<file path="config.mk">
export PLATFORM = sky130hd
export DESIGN_NAME = pcr_back
export DESIGN_NICKNAME = d
export VERILOG_FILES = /design/src/hw/rtl/pcr_pkg.sv /design/src/hw/rtl/pcr_back.sv
export SDC_FILE = /design/constraint.sdc
export NUM_CORES = 2
export LEC_CHECK = 0
export BUFFER_PORTS_ARGS = -buffer_cell sky130_fd_sc_hd__buf_4
export CORE_ASPECT_RATIO = 1.4
export CORE_MARGIN = 2
export CORE_UTILIZATION = 55
export CTS_CLUSTER_DIAMETER = 50
export DETAILED_ROUTE_END_ITERATION = 8
export PLACE_DENSITY_LB_ADDON = 0.15
export SYNTH_ARGS = -nofsm -noshare
export SYNTH_HDL_FRONTEND = slang
export SYNTH_SLANG_ARGS = --single-unit
</file>
<file path="constraint.sdc">
create_clock -name i_clk -period 64.9 [get_ports i_clk]
set_input_delay 12.98 -clock i_clk [delete_from_list [all_inputs] [get_ports i_clk]]
set_output_delay 12.98 -clock i_clk [all_outputs]
set_load 0.03 [all_outputs]
</file>
<file path="src/hw/rtl/pcr_pkg.sv">
// Shared types and constants for the particle contact resolver.
// Depends on nothing; the front, queue, back and top files use it by scoped names.
`default_nettype none
package pcr_pkg;

    // Fixed point format of all vectors.
    localparam int FRAC_BITS = 16;
    localparam int REST_BITS = 16;
    localparam int REST_W    = REST_BITS + 1;

    // Widths of the front pipeline values.
    localparam int PROD_W = 51;
    localparam int SUM_W  = PROD_W + 2;
    localparam int NSW    = SUM_W - FRAC_BITS;
    localparam int DW     = NSW + 2;
    localparam int NM_W   = 18;
    localparam int MAGW   = NM_W + DW;

    // Widths of the back end arithmetic.
    localparam int NUM_W = 32;
    localparam int DEN_W = 33;
    localparam int ACCW  = MAGW + NUM_W;
    localparam int AIW   = $clog2(ACCW);
    localparam int QW    = 31;
    localparam int CMPW  = 64;
    localparam int LANES = 6;

    // One contact as it enters the block.
    typedef struct packed {
        logic signed [2:0][31:0] vel_a;
        logic signed [2:0][31:0] vel_b;
        logic signed [2:0][17:0] normal;
        logic signed [31:0]      depth;
        logic [31:0]             mass_a;
        logic [31:0]             mass_b;
    } t_contact;

    // One classified contact waiting for the back end.
    typedef struct packed {
        logic [2:0][MAGW-1:0] magv;
        logic [2:0][MAGW-1:0] magm;
        logic [2:0]           nneg;
        logic [31:0]          mass_a;
        logic [31:0]          mass_b;
    } t_job;

    // Queue status seen by the front and the back.
    typedef struct packed {
        logic full;
        logic empty;
    } t_qstat;

endpackage
`default_nettype wire

</file>
<file path="src/hw/rtl/pcr_back.sv">
// Back end: shares the change by mass with six serial multiply-divide lanes.
// Depends on pcr_pkg; holds the result output register.
`default_nettype none
module pcr_back (
    input  wire logic              i_clk,
    input  wire logic              i_rst_n,
    input  wire pcr_pkg::t_job     i_head,
    input  wire pcr_pkg::t_qstat   i_qstat,
    output logic                   o_pop,
    input  wire logic              i_stall,
    output logic                   o_valid,
    output logic                   o_which,
    output logic                   o_last,
    output logic [5:0][31:0]       o_vals
);

    typedef enum logic [2:0] {ST_IDLE, ST_MUL, ST_CHK, ST_DIV, ST_OUT} t_state;

    t_state                        r_st;
    logic                          r_p;
    logic [4:0]                    r_cnt;
    logic [pcr_pkg::ACCW-1:0]      r_acc [pcr_pkg::LANES];
    logic [pcr_pkg::DEN_W-1:0]     r_rem [pcr_pkg::LANES];
    logic [pcr_pkg::QW-1:0]        r_q   [pcr_pkg::LANES];
    logic                          r_sat [pcr_pkg::LANES];
    logic                          r_valid, r_which, r_last;
    logic [5:0][31:0]              r_vals;

    logic                          two, out_free, last, emit;
    logic [pcr_pkg::NUM_W-1:0]     num;
    logic [pcr_pkg::DEN_W-1:0]     den;
    logic [pcr_pkg::MAGW-1:0]      mag  [pcr_pkg::LANES];
    logic                          neg  [pcr_pkg::LANES];
    logic [pcr_pkg::CMPW-1:0]      top  [pcr_pkg::LANES];
    logic [pcr_pkg::DEN_W:0]       rem2 [pcr_pkg::LANES];
    logic [31:0]                   res  [pcr_pkg::LANES];
    logic [pcr_pkg::AIW-1:0]       bidx;

    assign two      = i_head.mass_b != 32'd0;
    assign last     = !two || r_p;
    assign out_free = !r_valid || !i_stall;
    assign emit     = (r_st == ST_OUT) && out_free;
    assign o_pop    = emit && last;
    assign bidx     = pcr_pkg::AIW'(pcr_pkg::FRAC_BITS) + pcr_pkg::AIW'(r_cnt);

    // Share of this particle: its partner's mass over the total; a lone particle gets all.
    always_comb begin
        if (!two) begin
            num = 32'd1;
            den = 33'd1;
        end else begin
            num = r_p ? i_head.mass_a : i_head.mass_b;
            den = {1'b0, i_head.mass_a} + {1'b0, i_head.mass_b};
        end
    end

    // Lane operands, overflow test, quotient step and the signed result.
    always_comb begin
        for (int l = 0; l < pcr_pkg::LANES; l++) begin
            mag[l]  = (l < 3) ? i_head.magv[l % 3] : i_head.magm[l % 3];
            neg[l]  = i_head.nneg[l % 3] ^ r_p;
            top[l]  = pcr_pkg::CMPW'(r_acc[l] >> (pcr_pkg::FRAC_BITS + pcr_pkg::QW));
            rem2[l] = {r_rem[l], r_acc[l][bidx]};
            if (r_sat[l])
                res[l] = neg[l] ? 32'h8000_0000 : 32'h7FFF_FFFF;
            else
                res[l] = neg[l] ? -{1'b0, r_q[l]} : {1'b0, r_q[l]};
        end
    end

    always_ff @(posedge i_clk) begin
        if (!i_rst_n) begin
            r_st    <= ST_IDLE;
            r_valid <= 1'b0;
            r_p     <= 1'b0;
            r_cnt   <= '0;
        end else begin
            // The output register fills on a result and empties when taken.
            if (emit) r_valid <= 1'b1;
            else if (!i_stall) r_valid <= 1'b0;
            unique case (r_st)
                ST_IDLE: begin
                    if (!i_qstat.empty) begin
                        r_p   <= 1'b0;
                        r_cnt <= 5'd31;
                        r_st  <= ST_MUL;
                    end
                end
                ST_MUL: begin
                    r_cnt <= r_cnt - 5'd1;
                    if (r_cnt == 5'd0) r_st <= ST_CHK;
                end
                ST_CHK: begin
                    r_cnt <= 5'(pcr_pkg::QW - 1);
                    r_st  <= ST_DIV;
                end
                ST_DIV: begin
                    r_cnt <= r_cnt - 5'd1;
                    if (r_cnt == 5'd0) r_st <= ST_OUT;
                end
                ST_OUT: begin
                    if (out_free) begin
                        r_which <= r_p;
                        r_last  <= last;
                        for (int l = 0; l < pcr_pkg::LANES; l++) r_vals[l] <= res[l];
                        if (last) begin
                            r_st <= ST_IDLE;
                        end else begin
                            r_p   <= 1'b1;
                            r_cnt <= 5'd31;
                            r_st  <= ST_MUL;
                        end
                    end
                end
                default: r_st <= ST_IDLE;
            endcase
        end
    end

    // Datapath lanes: shift-add multiply, a range check, then one quotient bit a cycle.
    always_ff @(posedge i_clk) begin
        for (int l = 0; l < pcr_pkg::LANES; l++) begin
            if ((r_st == ST_IDLE) || ((r_st == ST_OUT) && out_free)) begin
                r_acc[l] <= '0;
            end else if (r_st == ST_MUL) begin
                r_acc[l] <= (r_acc[l] << 1)
                          + (num[r_cnt] ? pcr_pkg::ACCW'(mag[l]) : '0);
            end
            if (r_st == ST_CHK) begin
                r_sat[l] <= top[l] >= pcr_pkg::CMPW'(den);
                r_rem[l] <= top[l][pcr_pkg::DEN_W-1:0];
                r_q[l]   <= '0;
            end else if (r_st == ST_DIV) begin
                if (rem2[l] >= {1'b0, den}) begin
                    r_rem[l] <= pcr_pkg::DEN_W'(rem2[l] - {1'b0, den});
                    r_q[l]   <= {r_q[l][pcr_pkg::QW-2:0], 1'b1};
                end else begin
                    r_rem[l] <= pcr_pkg::DEN_W'(rem2[l]);
                    r_q[l]   <= {r_q[l][pcr_pkg::QW-2:0], 1'b0};
                end
            end
        end
    end

    assign o_valid = r_valid;
    assign o_which = r_which;
    assign o_last  = r_last;
    assign o_vals  = r_vals;

endmodule
`default_nettype wire

</file>
==> qor.yml <==
worstSetupPathType: "in2out"
holdBufCountCts: 0
tightest_slew_ns: 1.18
worstHoldPathCells: 2
grt_max_degree: 205
netlist_area_mm2: 0.0897
htree_levels: 4
cap_violations: 0
p_leak_uw: 0.0427
syn_inst: 9698
layout_commonest_cell: "edfxtp_1"
vdd.ir_drop.worst_uv: 37.2
hold_path.class: "reg2reg"
worstPathMaxFanout: 35
r2r-end: "r_acc[0][156]"
ys_ff_latch: 1128
clockBufferDepth: 3
fmax_mhz: 35.1
rsz0062_at_grt: "no"
num_rows: 175
worstPathArrival_ns: 15.52
r2r_setup_slack_ns: 55.81
clk_pin_slew_ns: 0.05
worst_ep_required_time_ns: 51.92
die_y_um: 482
p_per_area_mw_per_mm2: 38.1
r2r_cells: 23
status: "finished, final reports clean"
synth-main-ff-cell: "edfxtp_1"
worstHoldStart: "r_p"
cts_sinks: 1128
finalWorstSetupSlack_ns: 36.40
initial_core_util: 0.553
synth_async_sr_flop_share: 0
wl_per_cell_um: 21.7
first_iter_violations: 6291
syn_avg_cell_area_um2: 9.25
utilization: 0.621
drive_above_1_share: 0.107
first_global_vias: 75784
hold_end: "o_last"
portBuffers: 608
die_w_um: 345
areaGrowthSynthToFinish_pct: 12.4
fin_worst_skew_ns: 0.0458
final.min_clock_period_ns: 28.50
post-cts-setup-buffer-count: 0
yosys_warnings: 0
wirelength_um: 268000
root_buffer: "clkbuf_16"
reg2reg_from: "r_cnt[1]"
max_slew_margin: 0.216
drc: 0
dp_hpwl_um: 198000
ys_types: 94
mostFrequentLayoutCells: "edfxtp_1, nor2_1, a21oi_1, ha_1, buf_4"
hold_viol: 0
fin_setup_tns_ns: 0
dpl_worst_slack_ns: 36.44
die-area_mm2: 0.166
dr.pass1.iters: 6
gp_congestion: 0.944
vias: 77707
grt_pass1_wl_um: 415000
yosysSeqAreaShare: 0.376
critPathLaunchType: "primary input"
synth_fp_nets: 10897
finalSetupViolations: 0
drv_slew: 0
cts_resized: 0
grt-ovfl-total: 0
antenna_found_initial: 26
core_area_mm2: 0.162
layout.nets: 11301
io_pins: 610
grt.total_usage: 0.313
ant_nets: 0
synth-edff-count: 1118
viasPerCell: 6.30
cp-end-kind: "primary output"
cts_tree: "yes"
cts_buffers: 141
min_period_over_period: 0.439
insertion_delay_ns: 0.80
==> power by group <==
| part | switching (uW) | internal (uW) | leakage (uW) |
|---|---|---|---|
| Clock | 330 | 469 | 0.00223 |
| Combinational | 1150 | 761 | 0.0288 |
| Sequential | 132 | 1000 | 0.0117 |
==> per-layer routing <==
layer | wire, um | share of wire | up-vias | GRT usage
met5 | 165 | 0.00062 | - | 0
met1 | 105000 | 0.39 | 37105 | 0.374
met4 | 14500 | 0.054 | 26 | 0.162
li1 | - | - | 37098 | -
met2 | 130000 | 0.49 | 2836 | 0.544
met3 | 18100 | 0.067 | 642 | 0.0483
==> Yosys cell counts, types with 21 or more instances <==
cell type,count,area [um2]
a21o_1,457,3430
nand2b_1,108,676
nor4_1,119,744
a221oi_1,21,184
o21bai_1,88,661
a21boi_0,31,233
buf_2,25,125
and3_1,302,1890
xor2_1,288,2520
edfxtp_1,1118,33600
o21ai_1,38,190
a211oi_1,86,646
xnor2_1,407,3560
mux2i_1,86,861
inv_1,190,713
o21a_1,99,743
o21ai_0,582,2910
or4_1,37,278
a31oi_1,97,607
mux4_2,71,1600
nor2_1,1007,3780
a21oi_1,824,4120
ha_1,772,9660
nand2_1,708,2660
nand4_1,186,1160
or3_1,117,732
nand3_1,195,976
a221o_1,30,300
clkbuf_1,403,1510
o311ai_0,58,508
o31ai_1,51,383
nor3_1,194,971
nor2b_1,126,788
and2_1,401,2510
==> flip-flops by register name, summed over array words and instances, names as in the netlist <==
register / cells
o_which: 1
o_vals: 192
r_p: 1
o_last: 1
r_cnt: 5
r_acc: 534
r_sat: 6
r_st: 3
r_q: 186
o_valid: 1
r_rem: 198
==> worst max-delay path: stages <==
cell and delay [ns]:
buf_4 0.14, nor4_1 0.50, nand4_1 0.14, or2_2 0.61
inv_1 0.36, nor2_1 0.13, nor3b_1 0.41, buf_4 0.24
==> final cells by class <==
| type | instances | area [um2] |
|---|---|---|
| fill | 13820 | 61400 |
| multi-input combinational | 7925 | 53600 |
| sequential | 1128 | 33800 |
| timing repair buffer | 714 | 5410 |
| clock buffer | 165 | 3720 |
| tap | 2124 | 2660 |
| clock inverter | 83 | 903 |
| inverter | 192 | 721 |
| antenna | 12 | 30.0 |
==> worst max path at each step <==
| stage | start | to | cells after the start |
|---|---|---|---|
| after CTS | i_head[24] | o_pop | 8 |
| after global placement | i_head[24] | o_pop | 8 |
| after global routing | i_head[24] | o_pop | 8 |
| final | i_head[24] | o_pop | 8 |
| after floorplan | i_stall | r_acc[0][0] | 3 |
| after detailed placement | i_head[24] | o_pop | 8 |
==> logic make-up (layout without fill, tap and decap cells) <==
family,after synthesis,in the layout,share of synthesized area
and+or+nand+nor,3597,3597,0.200
AOI/OAI and AO/OA,2684,2684,0.189
DFF,1128,1128,0.376
adders and majority gates,785,785,0.111
xor gates and xnor gates,695,695,0.0679
buffers and inverters,645,1154,0.0276
muxes,164,164,0.0283
other,0,12,0
==> stage by stage <==
stage / instance area [um2] / hold WS [ns] / total power (uW) / std cells
after global routing: 101000 / 0.581 / 4100 / 12339
after CTS: 101000 / 0.558 / 3840 / 12331
after floorplan: 89700 / 0.464 / 2570 / 9698
final: 101000 / 0.570 / 3850 / 12343
after global placement: 96200 / 0.541 / 2980 / 12083
after detailed placement: 96200 / 0.551 / 3020 / 12083
Note: power is estimated with default switching activity, not from simulation.
