## src/hw/rtl/pcr_pkg.sv

```systemverilog
// Shared types and constants for the particle contact resolver.
// Depends on nothing; the front, queue, back and top files use it by scoped names.
`default_nettype none
package pcr_pkg;

    // Fixed point format of all vectors.
    localparam int FRAC_BITS = 16;
    localparam int REST_BITS = 16;
    localparam int REST_W    = REST_BITS + 1;

    // Widths of the front pipeline values.
    localparam int PROD_W = 51;
    localparam int SUM_W  = PROD_W + 2;
    localparam int NSW    = SUM_W - FRAC_BITS;
    localparam int DW     = NSW + 2;
    localparam int NM_W   = 18;
    localparam int MAGW   = NM_W + DW;

    // Widths of the back end arithmetic.
    localparam int NUM_W = 32;
    localparam int DEN_W = 33;
    localparam int ACCW  = MAGW + NUM_W;
    localparam int AIW   = $clog2(ACCW);
    localparam int QW    = 31;
    localparam int CMPW  = 64;
    localparam int LANES = 6;

    // One contact as it enters the block.
    typedef struct packed {
        logic signed [2:0][31:0] vel_a;
        logic signed [2:0][31:0] vel_b;
        logic signed [2:0][17:0] normal;
        logic signed [31:0]      depth;
        logic [31:0]             mass_a;
        logic [31:0]             mass_b;
    } t_contact;

    // One classified contact waiting for the back end.
    typedef struct packed {
        logic [2:0][MAGW-1:0] magv;
        logic [2:0][MAGW-1:0] magm;
        logic [2:0]           nneg;
        logic [31:0]          mass_a;
        logic [31:0]          mass_b;
    } t_job;

    // Queue status seen by the front and the back.
    typedef struct packed {
        logic full;
        logic empty;
    } t_qstat;

endpackage
`default_nettype wire

```

## src/hw/rtl/pcr_queue.sv

```systemverilog
// Two-entry queue of classified contacts between front and back.
// Depends on pcr_pkg.
`default_nettype none
module pcr_queue (
    input  wire logic          i_clk,
    input  wire logic          i_rst_n,
    input  wire logic          i_push,
    input  wire pcr_pkg::t_job i_job,
    input  wire logic          i_pop,
    output pcr_pkg::t_job      o_head,
    output pcr_pkg::t_qstat    o_stat
);

    pcr_pkg::t_job r_mem [2];
    logic          r_wp, r_rp;
    logic [1:0]    r_cnt;

    assign o_stat.full  = r_cnt == 2'd2;
    assign o_stat.empty = r_cnt == 2'd0;
    assign o_head       = r_mem[r_rp];

    // Pointers and fill count.
    always_ff @(posedge i_clk) begin
        if (!i_rst_n) begin
            r_wp  <= 1'b0;
            r_rp  <= 1'b0;
            r_cnt <= 2'd0;
        end else begin
            if (i_push) r_wp <= !r_wp;
            if (i_pop)  r_rp <= !r_rp;
            r_cnt <= r_cnt + 2'(i_push) - 2'(i_pop);
        end
    end

    // Storage.
    always_ff @(posedge i_clk) begin
        if (i_push) r_mem[r_wp] <= i_job;
    end

endmodule
`default_nettype wire

```

## config.mk

```make
export PLATFORM = sky130hd
export DESIGN_NAME = pcr_queue
export DESIGN_NICKNAME = d
export VERILOG_FILES = /design/src/hw/rtl/pcr_pkg.sv /design/src/hw/rtl/pcr_queue.sv
export SDC_FILE = /design/constraint.sdc
export NUM_CORES = 1
export LEC_CHECK = 0
export BUFFER_PORTS_ARGS = -buffer_cell sky130_fd_sc_hd__clkbuf_2
export CAP_MARGIN = 20
export CORE_AREA = 5 5 322 324
export CTS_CLUSTER_DIAMETER = 30
export CTS_CLUSTER_SIZE = 40
export DETAILED_ROUTE_END_ITERATION = 10
export DIE_AREA = 0 0 327 329
export SLEW_MARGIN = 30
export SYNTH_ARGS = -nofsm -noshare
export SYNTH_HDL_FRONTEND = slang
export SYNTH_SLANG_ARGS = --single-unit
```

## constraint.sdc

```tcl
create_clock -name i_clk -period 24.3 [get_ports i_clk]
set_clock_uncertainty 0.15 [all_clocks]
set_input_delay 1.215 -clock i_clk [delete_from_list [all_inputs] [get_ports i_clk]]
set_output_delay 1.215 -clock i_clk [all_outputs]
set_load 0.03 [all_outputs]
```

==> flow_metrics.tcl, run 1 <==
set metrics [dict create \
    area_growth_pct 38.19 \
    filler_cells_inserted 9058 \
    finalCoreUtilization_pct 40.62 \
    synth_area_leader_cell "sky130_fd_sc_hd__edfxtp_1" \
    syn_area_um2 29650 \
    dp_hpwl_mm 54.21 \
    worst_setup_path_end_kind "primary output" \
    worst-r2r-setup-slack_ns 19.61 \
    synth.lib_cells_used.distinct 14 \
    grt_start_max_net_pins 146 \
    numPlacedInstances 3396 \
    clk_path_buf_depth 3 \
    drt_drc_violations_left 0 \
    whs_path_depth 2 \
    final_common_cell "sky130_fd_sc_hd__clkbuf_2" \
    timing.rr.end "r_mem[0][254]" \
    cp.arrival_ns 4.66 \
    io_pins 824 \
    maxClockFrequency_mhz 166.0 \
    ant_nets 0 \
    critical_path_required_ns 22.93 \
    post_cts_resized 0 \
    first_global_vias 17623 \
    congestion_overflow_gr 0 \
    synth.area.top_cells "sky130_fd_sc_hd__edfxtp_1 83%, sky130_fd_sc_hd__mux2_2 12%, sky130_fd_sc_hd__mux2_1 3.8%, sky130_fd_sc_hd__buf_2 0.57%, sky130_fd_sc_hd__dfxtp_1 0.34%" \
    outcome "finished, final reports clean" \
    drt_first_pass_iters 5 \
    synth.ff_latch_count 823 \
    worst_ir_drop_vdd_uv 74.79 \
    core.rowCount 117 \
    setup_total_negative_slack_ns 0 \
    clock_latency_ns 0.71 \
    cts_tree "built" \
    viasPerCell 4.300 \
    detailroute.via_count 15916 \
    start_util_pct 29.39 \
    grt_antenna_before_repair 25 \
    p_leak_nw 15.56 \
    critical_path.reg2reg.startpoint "r_wp" \
    finalSetupViolations 0 \
    r2r.worst_path.cells 5 \
    most_frequent_cells_in_the_layout "823 x sky130_fd_sc_hd__clkbuf_2, 818 x sky130_fd_sc_hd__edfxtp_1, 309 x sky130_fd_sc_hd__mux2_2, 161 x sky130_fd_sc_hd__clkbuf_16, 100 x sky130_fd_sc_hd__mux2_1" \
    total_power_mw 4.336 \
    clkTransAtPathRegs_ns 0.05 \
    yosysSeqAreaShare_pct 83.19 \
    transition_time_of_the_tightest_slew_check_pin_ns 1.066 \
    clock-root-buffer "sky130_fd_sc_hd__clkbuf_16" \
    number_of_standard_cells_in_the_layout_taps_in_and_fillers_out 3701 \
    core_um2 100900 \
    power_density_nw_per_um2 105.8 \
    critical_path.startpoint_type "register" \
    timing_hold_violations_final 0 \
    cp_max_fo 84 \
    gp_congestion 0.8503 \
    slew_violations 0 \
    cts_sinks 823 \
    number_of_design_rule_violations_left_by_the_first_detailed_router_iteration 844 \
    die_w_um 327 \
    drive_above_1_share_pct 59.33 \
    max-cap-violations 0 \
    layout_min_cycle_time_ns 6.026 \
    post_cts.repair.setup_buffers 0 \
    drt_wl_total_mm 76.21 \
    yosys_warnings 0 \
    syn-mean-instance-area_um2 22.93 \
    max_slew_margin_pct 28.91 \
    post_drt_wl_per_cell_um 20.59 \
    fin_worst_hold_slack_ns 0.4356 \
    grt_setup_unrepaired "no" \
    io_buffers 823 \
    first_pass_grt_wire_length_mm 109.2 \
    floorplan.die_area_um2 107600 \
    grtUsageTotal_pct 13.51 \
    total_clock_buffers_created_by_cts 159 \
    timing.hold.worst.class "register to register" \
    cts_max_level 4 \
    hold_start "r_rp" \
    timing.setup.critical_path_class "register to primary output" \
    synthCells 1293 \
    cts-hold-fix-buffers 0 \
    layout_worst_path_cycle_share_pct 24.80 \
    fp.dieH_um 329 \
    nNetsFinal 2663 \
    netlist.area_leader.share_pct 82.85 \
    syn-num-nets 1708 \
]
==> cell usage after synthesis <==
cell                         n
sky130_fd_sc_hd__inv_1       2
sky130_fd_sc_hd__edfxtp_1  818
sky130_fd_sc_hd__mux2_2    309
sky130_fd_sc_hd__and2_1      4
sky130_fd_sc_hd__buf_4      11
sky130_fd_sc_hd__ha_1        2
sky130_fd_sc_hd__xnor3_1     1
sky130_fd_sc_hd__mux2_1    100
sky130_fd_sc_hd__xor2_1      1
sky130_fd_sc_hd__buf_2      34
sky130_fd_sc_hd__dfxtp_1     5
sky130_fd_sc_hd__nor2_1      1
sky130_fd_sc_hd__o21a_1      1
sky130_fd_sc_hd__nor2b_1     4
==> how the worst max path moves through the flow <==
stage                        start             to  slack [ns]
final                     register    o_head[115]       18.27
after global routing      register    o_head[218]       17.98
after CTS                 register    o_head[347]       18.16
after detailed placement    i_push  r_mem[0][254]       18.54
after global placement      i_push  r_mem[0][323]       18.21
after floorplan             i_push           r_wp        3.97
==> through the flow <==
step / cell area [um^2] / worst slack (ns)
floorplan: 29650 / 3.967
global placement: 35290 / 18.21
detailed placement: 35320 / 18.54
CTS: 40930 / 18.16
global route: 40950 / 17.98
finish: 40970 / 18.27
==> routing by layer <==
layer / global-route usage [%] / vias to the layer above / wire, um
met3: 6.548 / 174 / 7815
met1: 13.39 / 7835 / 25910
met2: 24.13 / 706 / 39750
met5: 0 / - / 73
li1: - / 7191 / -
met4: 5.765 / 10 / 2659
==> flip-flops by register name, summed over array words and instances (netlist names), named ones only <==
signal and flops:
r_mem 818, r_cnt 2, r_rp 1, r_wp 1
==> cell families (layout without fill, tap and decap cells) <==
family | after synthesis | after routing | share of synthesized area [%]
multiplexers | 409 | 409 | 15.53
AO/OA/AOI/OAI | 1 | 1 | 0.02533
flip-flops | 823 | 823 | 83.19
XOR/XNOR | 2 | 2 | 0.1055
adder cells (fa/ha/maj) | 2 | 2 | 0.08439
AND/OR/NAND/NOR | 9 | 9 | 0.1814
buffers and inverters | 47 | 1134 | 0.8778
other | 0 | 12 | 0
==> critical path, cell delays in order, from the launching register on <==
cell and delay (ns):
sky130_fd_sc_hd__dfxtp_4 0.78, sky130_fd_sc_hd__buf_6 0.67, sky130_fd_sc_hd__buf_4 0.82, sky130_fd_sc_hd__buf_4 0.80, sky130_fd_sc_hd__mux2_2 0.43, sky130_fd_sc_hd__clkbuf_2 0.19
==> where the power goes <==
group | internal [mW] | switching (mW)
sequential | 1.65 | 0.0195
clock | 1.51 | 0.730
combinational | 0.140 | 0.289
total | 3.30 | 1.04
==> cell type report <==
cell class / count / area [um^2] / area share, %
Clock buffer: 179 / 4096 / 9.999
Timing Repair Buffer: 839 / 4287 / 10.46
Multi-Input combinational cell: 423 / 4733 / 11.55
Sequential cell: 823 / 24670 / 60.21
Tap cell: 1309 / 1638 / 3.998
Clock inverter: 114 / 1509 / 3.683
Inverter: 2 / 7.507 / 0.01832
Antenna cell: 12 / 30.03 / 0.07330
Note: power is estimated with default switching activity, not from simulation.
==> inputs of run 2 (changes only) <==
--- a/config.mk
+++ b/config.mk
@@ -5,6 +5,7 @@
 export SDC_FILE = /design/constraint.sdc
 export NUM_CORES = 1
 export LEC_CHECK = 0
+export ABC_AREA = 1
 export BUFFER_PORTS_ARGS = -buffer_cell sky130_fd_sc_hd__clkbuf_2
 export CAP_MARGIN = 20
 export CORE_AREA = 5 5 322 324
==> constraint.sdc (replaced) <==
create_clock -name i_clk -period 6 [get_ports i_clk]
set_clock_uncertainty 0.15 [all_clocks]
set_input_delay 0.3 -clock i_clk [delete_from_list [all_inputs] [get_ports i_clk]]
set_output_delay 0.3 -clock i_clk [all_outputs]
set_load 0.03 [all_outputs]
==> flow_metrics.tcl, run 2 <==
set metrics [dict create \
    outcome "finished, final reports clean" \
    detailroute.via_count 17712 \
    die_w_um 327 \
    critical_path_cell_by_cell "buf_12 > mux2_2 > clkbuf_2" \
    clock-root-buffer "sky130_fd_sc_hd__clkbuf_16" \
    start_util_pct 29.39 \
    critical_path.reg2reg.startpoint "r_cnt[0]" \
    dp_hpwl_mm 52.36 \
    core.rowCount 117 \
    drt_wl_total_mm 79.89 \
    most_frequent_cells_after_synthesis "818 x sky130_fd_sc_hd__edfxtp_1, 309 x sky130_fd_sc_hd__mux2_2, 100 x sky130_fd_sc_hd__mux2_1, 34 x sky130_fd_sc_hd__buf_2, 11 x sky130_fd_sc_hd__buf_4" \
    viasPerCell 4.284 \
    post-route-worst-setup-slack_ns 2.598 \
    worst_setup_path_end_kind "primary output" \
    r2r.worst_path.cells 8 \
    transition_time_of_the_tightest_slew_check_pin_ns 1.078 \
    final_common_cell "sky130_fd_sc_hd__clkbuf_2" \
    first_pass_grt_wire_length_mm 117.0 \
    congestion_overflow_gr 0 \
    power_density_nw_per_um2 394.5 \
    synth_area_leader_cell "sky130_fd_sc_hd__edfxtp_1" \
    critical_path_buf_inv_count 2 \
    number_of_standard_cells_in_the_layout_taps_in_and_fillers_out 4134 \
    detailed_place.area_um2 35420 \
    clock_latency_ns 0.70 \
    grtUsageTotal_pct 14.19 \
    timing_hold_violations_final 0 \
    grt_antenna_before_repair 15 \
    asyncSetResetFlopFracSynth_pct 0 \
    worst-r2r-setup-slack_ns 3.52 \
    post_drt_wl_per_cell_um 19.33 \
    synth.lib_cells_used.distinct 12 \
    synth.area.top_cells "sky130_fd_sc_hd__edfxtp_1 83%, sky130_fd_sc_hd__mux2_2 12%, sky130_fd_sc_hd__mux2_1 3.8%, sky130_fd_sc_hd__buf_2 0.57%, sky130_fd_sc_hd__dfxtp_1 0.34%" \
    gp_congestion 0.8361 \
    fp.dieH_um 329 \
    place_ws_ns 3.365 \
    finalSetupViolations 0 \
    clkTransAtPathRegs_ns 0.05 \
    cts_max_level 4 \
    io_buffers 823 \
    critical_path_required_ns 5.55 \
    synth.ff_latch_count 823 \
    critical_path.slowest_cell "sky130_fd_sc_hd__dfxtp_4" \
    worst_ir_drop_vdd_uv 288.5 \
    combinational_family_with_the_most_area_after_synthesis "multiplexers" \
    max-cap-violations 0 \
    numPlacedInstances 3411 \
    io_pins 824 \
    synth_most_common_cell "sky130_fd_sc_hd__edfxtp_1" \
    registers.top_by_ff_count "r_mem" \
    finalInstanceArea_um2 45430 \
    timing.setup.critical_path_class "register to primary output" \
    cts-hold-fix-buffers 415 \
    clk_path_buf_depth 3 \
    grt_start_max_net_pins 161 \
    maxClockFrequency_mhz 293.9 \
    syn-mean-instance-area_um2 22.72 \
    critPathMaxStageDelay_ns 0.79 \
    drt_first_pass_iters 5 \
    synthCells 1305 \
    cp.arrival_ns 2.95 \
    total_clock_buffers_created_by_cts 161 \
    synth_xor_area_share_pct 0 \
    first_global_vias 19807 \
    max_reg_flops 818 \
    core_um2 100900 \
    layout_worst_path_cycle_share_pct 56.70 \
    slew_violations 0 \
    ant_nets 0 \
    yosys_warnings 0 \
    synthAdderAreaFrac_pct 0.08441 \
    cp_max_fo 130 \
    hold_start "i_job[145]" \
    p_leak_nw 17.46 \
    timing.rr.end "r_cnt[1]" \
    post_cts_resized 0 \
    synthSimpleGateAreaFrac_pct 0.2321 \
    area_growth_pct 53.24 \
    max_slew_margin_pct 28.14 \
    post_cts.repair.setup_buffers 0 \
    cts_tree "built" \
    min_delay_endpoint "r_mem[0][145]" \
    synth-compound-area-share_pct 0.01688 \
    syn_area_um2 29650 \
    floorplan.die_area_um2 107600 \
    setup_total_negative_slack_ns 0 \
    layout_min_cycle_time_ns 3.402 \
    syn-num-nets 1720 \
    drt_drc_violations_left 0 \
    netlist.area_leader.share_pct 82.85 \
    whs_path_depth 2 \
    post_synth_mux_area_share_pct 15.53 \
    synth_edf_count 818 \
    dominantRegCellSynth "sky130_fd_sc_hd__edfxtp_1" \
    critical_path.startpoint_type "register" \
    most_frequent_cells_in_the_layout "823 x sky130_fd_sc_hd__clkbuf_2, 818 x sky130_fd_sc_hd__edfxtp_1, 415 x sky130_fd_sc_hd__dlygate4sd3_1, 309 x sky130_fd_sc_hd__mux2_2, 164 x sky130_fd_sc_hd__clkbuf_16" \
    drive_above_1_share_pct 50.41 \
    cpLargestDelayFamily "flip-flops" \
    nNetsFinal 3097 \
    yosysSeqAreaShare_pct 83.19 \
    layout_top_registers "r_mem: 818 flops, r_cnt: 2 flops" \
    number_of_design_rule_violations_left_by_the_first_detailed_router_iteration 911 \
    cts_sinks 823 \
    total_power_mw 17.93 \
    timing.hold.worst.class "input pin to register" \
    grt_setup_unrepaired "no" \
]
run 2: final cells by class:
cell class              instances  area, um^2
fillers                      8505       55430
flip-flops and latches        823       24670
repair buffers               1259        8571
multi-input cells             430        4715
clock buffers                 182        4172
well taps                    1309        1638
clock inverters               114        1607
inverters                       7       37.54
diodes                         10       25.02
run 2: metrics by stage:
stage                     util [%]  hold slack, ns
after floorplan                  -          0.2435
after global placement       35.12          0.3272
after detailed placement     35.12          0.3362
after CTS                    44.96         0.06079
after global routing         45.03         0.08763
final                        45.04          0.1496
run 2: kinds of logic after synthesis:
group           count (synthesis)
mux                           409
simple gates                   18
buf+inv                        52
compound gates                  1
fa+ha+maj                       2
flops                         823
run 2: worst register-to-register path: stages (launching register included):
cell                            delay (ns)
sky130_fd_sc_hd__dfxtp_1              0.34
sky130_fd_sc_hd__inv_1                0.05
sky130_fd_sc_hd__ha_1                 0.26
sky130_fd_sc_hd__inv_1                0.04
sky130_fd_sc_hd__ha_1                 0.19
sky130_fd_sc_hd__a21oi_1              0.16
sky130_fd_sc_hd__dlygate4sd3_1        0.58
sky130_fd_sc_hd__nor2_1               0.04
sky130_fd_sc_hd__dlygate4sd3_1        0.54
run 2: how the worst max path moves through the flow:
stage / startpoint / slack (ns) / endpoint / cells past startpoint
final: register / 2.60 / o_head[233] / 3
after global placement: register / 3.40 / o_head[42] / 3
after floorplan: r_wp / -1.09 / r_mem[1][0] / 2
after CTS: register / 2.53 / o_head[96] / 3
after global routing: register / 2.47 / o_head[233] / 3
after detailed placement: i_push / 3.36 / r_mem[0][228] / 5
run 2: report_power, final:
part | total, mW | leakage, nW | internal [mW] | switching (mW)
clock | 9.35 | 2.79 | 6.39 | 2.96
sequential | 6.77 | 7.72 | 6.69 | 0.0770
combinational | 1.81 | 6.95 | 0.686 | 1.12
run 2: metal layers:
| metal | up-vias | part of all wire, % | GRT usage (%) |
|---|---|---|---|
| met5 | - | 0.051 | 0 |
| met1 | 8713 | 36 | 15.05 |
| met2 | 758 | 51 | 25.00 |
| met3 | 168 | 9.0 | 5.849 |
| met4 | 6 | 3.1 | 6.018 |
| li1 | 8067 | - | - |
